--- src/rtl/modulated_delay_allpass_unit_macros.svh ---
// Assertion macros shared by the modulated delay / allpass RTL.
// MAD_ASSERT checks out of reset only; MAD_ASSERT_ALL also checks during reset.
`ifndef MODULATED_DELAY_ALLPASS_UNIT_MACROS_SVH
`define MODULATED_DELAY_ALLPASS_UNIT_MACROS_SVH

`ifndef NO_ASSERTIONS
`define MAD_ASSERT(lbl, clk, rst_n, prop, msg) \
  lbl: assert property (@(posedge clk) disable iff (!rst_n) prop) else $error(msg);
`define MAD_ASSERT_ALL(lbl, clk, prop, msg) \
  lbl: assert property (@(posedge clk) prop) else $error(msg);
`else
`define MAD_ASSERT(lbl, clk, rst_n, prop, msg)
`define MAD_ASSERT_ALL(lbl, clk, prop, msg)
`endif

`endif

--- src/rtl/mad_pkg.sv ---
package mad_pkg;

  localparam int unsigned SMP_W      = 24;
  localparam int unsigned GAIN_W     = 16;
  localparam int unsigned DLEN_W     = 23;
  localparam int unsigned INC_W      = 32;
  localparam int unsigned LFO_DEP_W  = 16;
  localparam int unsigned OFF_W      = 24;
  localparam int unsigned FRAC_W     = 8;
  localparam int unsigned CFG_IDX_W  = 3;
  localparam int unsigned CFG_DATA_W = 32;

  localparam logic [DLEN_W-1:0] DLEN_RESET = 23'd256;

  localparam logic signed [31:0] SMP_MAX = 32'sd8388607;
  localparam logic signed [31:0] SMP_MIN = -32'sd8388608;

  typedef enum logic [CFG_IDX_W-1:0] {
    CFG_MODE          = 3'd0,
    CFG_DELAY_LENGTH  = 3'd1,
    CFG_LFO_INCREMENT = 3'd2,
    CFG_LFO_DEPTH     = 3'd3,
    CFG_FEEDBACK_GAIN = 3'd4
  } cfg_idx_e;

  typedef enum logic [2:0] {
    ST_IDLE,
    ST_TAP,
    ST_RD_NB,
    ST_INTERP,
    ST_MIX,
    ST_WRITE,
    ST_DELIVER
  } unit_state_e;

  typedef enum logic [3:0] {
    TG_IDLE,
    TG_SQUARE,
    TG_DEPTH1,
    TG_DEPTH2,
    TG_SCALE,
    TG_OFFSET,
    TG_REDUCE,
    TG_WHERE,
    TG_DONE
  } tap_state_e;

  typedef struct packed {
    logic interp;
    logic mix;
    logic diffuse;
  } mix_ctrl_t;

  function automatic logic signed [SMP_W-1:0] sat24(input logic signed [31:0] v);
    logic signed [SMP_W-1:0] r;
    if (v > SMP_MAX) begin
      r = SMP_W'(SMP_MAX);
    end else if (v < SMP_MIN) begin
      r = SMP_W'(SMP_MIN);
    end else begin
      r = SMP_W'(v);
    end
    return r;
  endfunction

endpackage

--- src/rtl/mad_tap_gen.sv ---
`include "modulated_delay_allpass_unit_macros.svh"

module mad_tap_gen #(
  parameter int unsigned DEPTH = 32768,
  localparam int unsigned AW   = $clog2(DEPTH)
) (
  input  logic                            clk_i,
  input  logic                            rst_ni,
  input  logic                            start_i,
  input  logic [AW-1:0]                   wp_i,
  input  logic [mad_pkg::INC_W-1:0]       lfo_increment_i,
  input  logic [mad_pkg::LFO_DEP_W-1:0]   lfo_depth_i,
  input  logic [mad_pkg::DLEN_W-1:0]      delay_length_i,
  output logic                            done_o,
  output logic [AW-1:0]                   tap_b_o,
  output logic [AW-1:0]                   tap_nb_o,
  output logic [mad_pkg::FRAC_W-1:0]      frac_o
);
  import mad_pkg::*;

  localparam int unsigned SPAN      = DEPTH * 256;
  localparam int unsigned OFF_LIM   = 1 << OFF_W;
  localparam int unsigned RED_RATIO = (OFF_LIM + SPAN - 1) / SPAN;
  localparam int unsigned RED_STEPS = (RED_RATIO > 1) ? $clog2(RED_RATIO) : 1;
  localparam int unsigned STEP_W    = (RED_STEPS > 1) ? $clog2(RED_STEPS) : 1;
  localparam int unsigned SPAN_W    = $clog2(SPAN + 1);
  localparam int unsigned XW        = ((SPAN_W > OFF_W) ? SPAN_W : OFF_W) + RED_STEPS + 1;

  tap_state_e state_q, state_d;

  logic [INC_W-1:0]        phase_q;
  logic [16:0]             u16_q;
  logic [32:0]             p_q;
  logic [15:0]             m16_q;
  logic [38:0]             dm_q;
  logic [OFF_W-1:0]        rem_q;
  logic [STEP_W-1:0]       step_q;
  logic [AW-1:0]           b_q, nb_q;
  logic [FRAC_W-1:0]       f_q;

  logic signed [15:0]      xs;
  logic signed [31:0]      sq;
  logic [31:0]             u30;
  logic [32:0]             p_d;
  logic [48:0]             m_full;
  logic [38:0]             dm_d;
  logic [XW-1:0]           cmp;
  logic [XW-1:0]           where_raw, where_w;
  logic [AW-1:0]           b_d;

  // Parabola 1 - x^2 from the top half of the phase
  assign xs     = signed'(phase_q[31:16] ^ 16'h8000);
  assign sq     = xs * xs;
  assign u30    = 32'h4000_0000 - unsigned'(sq);
  assign p_d    = 33'(u16_q) * 33'(lfo_depth_i);
  assign m_full = 49'(p_q) * 49'(lfo_depth_i);
  assign dm_d   = 39'(delay_length_i) * 39'(m16_q);
  assign cmp    = XW'(SPAN) << step_q;

  // Read position sits one span ahead, then fold back once
  assign where_raw = XW'({wp_i, 8'b0}) + XW'(SPAN) - XW'(rem_q);
  assign where_w   = (where_raw >= XW'(SPAN)) ? (where_raw - XW'(SPAN)) : where_raw;
  assign b_d       = where_w[AW+7:8];

  always_comb begin
    state_d = state_q;
    case (state_q)
      TG_IDLE:   if (start_i) state_d = TG_SQUARE;
      TG_SQUARE: state_d = TG_DEPTH1;
      TG_DEPTH1: state_d = TG_DEPTH2;
      TG_DEPTH2: state_d = TG_SCALE;
      TG_SCALE:  state_d = TG_OFFSET;
      TG_OFFSET: state_d = TG_REDUCE;
      TG_REDUCE: if (step_q == '0) state_d = TG_WHERE;
      TG_WHERE:  state_d = TG_DONE;
      TG_DONE:   state_d = TG_IDLE;
      default:   state_d = TG_IDLE;
    endcase
  end

  always_comb begin
    done_o = (state_q == TG_DONE);
  end

  always_ff @(posedge clk_i or negedge rst_ni) begin
    if (!rst_ni) begin
      state_q <= TG_IDLE;
      phase_q <= '0;
    end else begin
      state_q <= state_d;
      if (state_q == TG_IDLE && start_i) begin
        phase_q <= phase_q + lfo_increment_i;
      end
    end
  end

  always_ff @(posedge clk_i) begin
    case (state_q)
      TG_SQUARE: u16_q <= u30[30:14];
      TG_DEPTH1: p_q   <= p_d;
      TG_DEPTH2: m16_q <= m_full[47:32];
      TG_SCALE:  dm_q  <= dm_d;
      TG_OFFSET: begin
        rem_q  <= OFF_W'(delay_length_i) + OFF_W'(256) - OFF_W'(dm_q[38:16]);
        step_q <= STEP_W'(RED_STEPS - 1);
      end
      TG_REDUCE: begin
        // one restoring step per cycle
        if (XW'(rem_q) >= cmp) begin
          rem_q <= OFF_W'(XW'(rem_q) - cmp);
        end
        step_q <= step_q - STEP_W'(1);
      end
      TG_WHERE: begin
        b_q  <= b_d;
        nb_q <= (b_d == AW'(DEPTH - 1)) ? '0 : (b_d + AW'(1));
        f_q  <= where_w[7:0];
      end
      default: ;
    endcase
  end

  assign tap_b_o  = b_q;
  assign tap_nb_o = nb_q;
  assign frac_o   = f_q;

  `MAD_ASSERT(a_start_when_idle, clk_i, rst_ni, start_i |-> state_q == TG_IDLE, "tap start while busy")
  `MAD_ASSERT(a_rem_reduced, clk_i, rst_ni, state_q == TG_WHERE |-> XW'(rem_q) < XW'(SPAN), "read offset not reduced below span")
  `MAD_ASSERT(a_lfo_bound, clk_i, rst_ni, state_q == TG_DEPTH1 |-> u16_q <= 17'd65536, "LFO value above unity")

endmodule

--- config.mk ---
export PLATFORM = sky130hd
export DESIGN_NAME = mad_tap_gen
export DESIGN_NICKNAME = d
export VERILOG_FILES = /design/src/rtl/mad_pkg.sv /design/src/rtl/mad_tap_gen.sv
export VERILOG_INCLUDE_DIRS = /design/src /design/src/rtl
export SDC_FILE = /design/constraint.sdc
export NUM_CORES = 2
export LEC_CHECK = 0
export ABC_AREA = 1
export ABC_CLOCK_PERIOD_IN_PS = 10370
export CAP_MARGIN = 20
export CORE_ASPECT_RATIO = 0.75
export CORE_UTILIZATION = 59
export DETAILED_ROUTE_END_ITERATION = 6
export DONT_BUFFER_PORTS = 1
export HOLD_SLACK_MARGIN = 0.1
export MAX_ROUTING_LAYER = met4
export PLACE_DENSITY = 0.77
export SLEW_MARGIN = 20
export SYNTH_ARGS = -nofsm -noshare
export SYNTH_HDL_FRONTEND = slang
export SYNTH_SLANG_ARGS = --single-unit
--- constraint.sdc ---
create_clock -name clk_i -period 10.37 [get_ports clk_i]
set_input_delay 3.111 -clock clk_i [delete_from_list [all_inputs] [get_ports clk_i]]
set_output_delay 3.111 -clock clk_i [all_outputs]
set_load 0.005 [all_outputs]
======== Word level (Yosys, flattened, before mapping) ========
Cells that the tools add are included.
cells by class
  add/subtract/negate cells ............... 10
  $mul .................................... 4
  magnitude comparators ................... 2
  equality and inequality tests ........... 12
  shifts and indexed selects .............. 1
  mux-type cells .......................... 7
  bitwise operators ....................... 1
  reductions and logical operators ........ 5
operators with widths
  operator                number
  $mul 33x16->48          1
  $pmux 24 s2             1
  $mul 23x16->39          1
  $mul 17x16->33          1
  $add 32x32->32          1
  $pmux 4 s8              1
  $mul 16x16->31          1
  $sub 31x31->31 const A  1
  $ge 24x26->1            1
  $ge 26x24->1 const B    1
  $shl 24x1->26 const A   1
  $sub 25x24->26          1
  $add 23x24->25 const B  1
  $add 23x9->24 const B   1
  $mux 24                 1
  $sub 24x23->24          1
  $sub 24x24->24          1
  $mux 23                 1
  $sub 23x1->23 const B   1
  $eq 4x3->1 const B      4
  $add 15x1->15 const B   1
  $eq 15x15->1 const B    1
  $eq 4x2->1 const B      2
  $mux 4                  2
  other kinds (10)        13
storage, ports and cells
  register bits ........................... 204
  input bits .............................. 89
  word-level logic and storage cells ...... 53

======== Depth between registers and ports, before layout ========
  depth in word-level cells ............... 5
  mapped depth ............................ 31

======== Worst setup path before layout ========
No wires, ideal clock.
  path type ............................... input to register
  start point ............................. input port lfo_depth_i[1] (netlist bit)
  end point ............................... register p_q[23], data pin
  arrival time ............................ 8.304 ns
  data required time ...................... 10.110 ns
  slack ................................... 1.806 ns
  stages .................................. 25
  cells stage by stage .................... clkbuf_1 -> clkbuf_1 -> nand2_1 -> fa_1 -> inv_1 -> fa_1 -> inv_1 -> fa_1 -> inv_1 -> fa_1 -> inv_1 -> fa_1 -> inv_1 -> fa_1 -> ha_1 -> a21oi_1 -> a21boi_0 -> nand2_1 -> a31oi_1 -> inv_1 -> nand2_1 -> nand2_1 -> nand2_1 -> nand2_1 -> xor2_1
between the ends
  cells in the longest elaborated chain, start to end .. 1
RTL lines
  item                  line                RTL
  start, declared       mad_tap_gen.sv:12   input logic [mad_pkg::LFO_DEP_W-1:0] lfo_depth_i,
  $mul 17x16->33        mad_tap_gen.sv:55   assign p_d = 33'(u16_q) * 33'(lfo_depth_i);
  net p_d[23]           mad_tap_gen.sv:44   logic [32:0] p_d;
  end signal, assigned  mad_tap_gen.sv:100  TG_DEPTH1: p_q <= p_d;
  end, declared         mad_tap_gen.sv:33   logic [32:0] p_q;
The timed path passes the listed nets, and every way through them passes these cells.
A chain may end at the register's enable or synchronous reset.

======== Worst setup path after layout ========
  start point ............................. input port delay_length_i[12] (netlist bit)
  end point ............................... register dm_q[20], data pin
between the ends
  cells in the longest elaborated chain, start to end .. 1
RTL lines
  item                  line                RTL
  start, declared       mad_tap_gen.sv:13   input logic [mad_pkg::DLEN_W-1:0] delay_length_i,
  $mul 23x16->39        mad_tap_gen.sv:57   assign dm_d = 39'(delay_length_i) * 39'(m16_q);
  net dm_d[20]          mad_tap_gen.sv:46   logic [38:0] dm_d;
  end signal, assigned  mad_tap_gen.sv:102  TG_SCALE: dm_q <= dm_d;
  end, declared         mad_tap_gen.sv:35   logic [38:0] dm_q;
The timed path passes the listed nets, and every way through them passes these cells.

==> out/results.tsv <==
metric	value	unit
status	finished, final reports clean	
postcts setup bufs	0	
RR Endpoint	u16_q[16]	
Crit. End Element	register	
Post-Syn Area	0.0590	mm2
Worst EP arrival	8230	ps
core area	0.0991	mm2
R2R depth	23	
Bufs on Longest Clock Path	2	
Reg2Reg Setup Slack	3580	ps
fmax	0.125	GHz
Syn Inst Count	7584	
vias in the first global route	48755	
DR pass1 iterations	6	
Worst-path clk slew	90	ps
DRC	0	
Global Route Usage Sum	0.325	
largest net degree at the start of global routing	51	
synth unique cells	55	
CTS Buf Count	17	
fin. max-slew vios	0	
Async S/R FF share, synth	0.191	
chip height	276	um
Post-synth top flop	edfxtp_1	
CTS tree	built	
number of I/O port buffers	0	
Hold Path Depth	2	
IO Count	128	
Mapped Nets	9352	
Starting DRT DRC Count	3950	
HP Class	register to register	
FF+latch count, synth	188	
TNS Setup	0	ps
initial antenna violation count	1	
gpl congestion	0.977	
final count of hold timing violations	0	
per-cell routed wire length	17.6	um
clk_lat worst skew	520	ps
CTS resizes	0	
Crit Path Max Fanout	17	
number of flops mapped to enable cells by yosys	152	
via count of the routed design	46409	
Routed WL	152	mm
hold_sp	phase_q[15]	
Die ar.	0.101	mm2
RSZ-0062 raised after global routing	no	
Syn-to-layout area delta	2.45	%
Worst R2R Start	phase_q[22]	
Worst setup SP type	input pin	
final setup vio count	0	
starting density of the core	0.595	
grt ovf	0	
Mean Syn Cell Area	7.78	um2
fin crit share	0.770	
sequential area share after synthesis	0.0927	
worst slew pin tran	1040	ps
share of cells above drive strength 1	0.0188	
# diodes	0	
# rows	100	
Max-Cap Viols	0	
CP required	10620	ps
die width	367	um
clk sinks	188	
Yosys warning count	0	
nets@finish	9095	
fin crit period	7980	ps
post-route ant nets	0	
root buf cell	clkbuf_16	
Hold EP	phase_q[15]	
max_slew headroom	0.309	
Hold Buf Count CTS	0	
Via density	5.36	
global-route wire length before repair	254	mm
Max Clock Skew	29.5	ps
dpl hpwl	121	mm
H-tree depth	4	
CP Class	input pin to register	
Yosys cell counts, drive strengths merged, types with 42 or more instances:
cell	instances	area share
a21oi	227	0.019
nand4	42	0.0045
nor2	321	0.021
fa	1163	0.39
nand2	1962	0.13
nor3	45	0.0042
clkbuf	301	0.019
xor2	89	0.013
inv	2186	0.14
edfxtp	152	0.077
ha	516	0.11
xnor2	57	0.0085
o21ai	174	0.015
nand3	137	0.012
critical path: stages:
cell and delay (ps):
nand2_1 60, fa_1 550, inv_1 60, fa_1 530, inv_1 50, fa_1 490
inv_1 50, fa_1 490, fa_1 500, inv_1 50, fa_1 470, inv_1 40
ha_1 340, a21oi_1 160, inv_1 80, a31oi_1 410, nand2_1 230, nand2_1 100
nand2_1 110, nand2_1 120, nand2_1 50, nand2_1 60, nand2_1 100
per-stage QoR:
| stage | cell area (um2) | hold slack (ps) | worst slack [ps] | util | instances |
|---|---|---|---|---|---|
| 2_1_floorplan | 59000 | 453 | 1810 | - | 7584 |
| 3_3_place_gp | 59700 | 468 | 1950 | 0.603 | 8632 |
| 3_5_place_dp | 59700 | 477 | 1950 | 0.603 | 8632 |
| 4_1_cts | 60400 | 502 | 2510 | 0.609 | 8664 |
| 5_1_grt | 60400 | 530 | 2120 | 0.610 | 8666 |
| 6_report | 60400 | 498 | 2390 | 0.610 | 8666 |
cell type report:
| cell class | instances | area (um2) |
|---|---|---|
| Multi-Input combinational cell | 4894 | 44100 |
| Fill cell | 8793 | 38700 |
| Inverter | 2189 | 8220 |
| Sequential cell | 188 | 5470 |
| Tap cell | 1326 | 1660 |
| Clock buffer | 17 | 425 |
| Timing Repair Buffer | 37 | 310 |
| Clock inverter | 15 | 203 |
cells by family (layout without fill, tap and decap cells):
group | count (synthesis) | after routing | share of synthesized area
AND/OR/NAND/NOR | 2546 | 2546 | 0.172
buffers and inverters | 2502 | 2258 | 0.159
adder cells (fa/ha/maj) | 1679 | 1679 | 0.504
AO/OA/AOI/OAI | 523 | 523 | 0.0495
flip-flops | 188 | 188 | 0.0927
XOR/XNOR | 146 | 146 | 0.0217
per-layer routing:
metal / vias to the layer above / track usage / wire length [um]
met4: 0 / 0.0737 / 3390
met2: 2124 / 0.490 / 66200
met5: - / - / 0
li1: 21411 / - / -
met3: 292 / 0.0697 / 15500
met1: 22582 / 0.452 / 67200
registers in the layout, summed over array words and instances, names as in the netlist, 15 cells and up:
| register | flops |
|---|---|
| dm_q | 23 |
| m16_q | 16 |
| p_q | 33 |
| phase_q | 32 |
| rem_q | 24 |
| tap_b_o | 15 |
| tap_nb_o | 15 |
| u16_q | 17 |
worst max-delay path by stage:
| stage | from | endpoint | slack (ps) | cells past startpoint |
|---|---|---|---|---|
| after floorplan | lfo_depth_i[1] | p_q[23] | 1810 | 25 |
| after global placement | delay_length_i[12] | dm_q[22] | 1950 | 21 |
| after detailed placement | delay_length_i[14] | dm_q[33] | 1950 | 26 |
| after CTS | delay_length_i[14] | dm_q[33] | 2510 | 26 |
| after global routing | delay_length_i[14] | dm_q[33] | 2120 | 26 |
| final | delay_length_i[12] | dm_q[20] | 2390 | 23 |
cells in the final DEF (no fill, tap or decap), types with 6 or more instances in the layout:
cell type,instances
inv_1,2178
nand2_1,1942
fa_1,1163
ha_1,516
nor2_1,304
a21oi_1,226
o21ai_0,167
edfxtp_1,152
nand3_1,135
xor2_1,89
xnor2_1,57
nor3_1,43
nand4_1,42
dfrtp_1,36
buf_4,35
a21o_1,32
a31oi_1,24
o21bai_1,20
clkbuf_16,17
or2_2,15
nand2_2,14
nand3b_1,10
nor4_1,10
nor2_2,10
a211oi_1,8
inv_2,8
o211ai_1,7
o21a_1,7
a21boi_0,7
nor2_4,7
o21ai_1,6
nand2_4,6
Power is not shown: default switching activity piles up to over one toggle a cycle in this logic, so the estimate is an artifact.
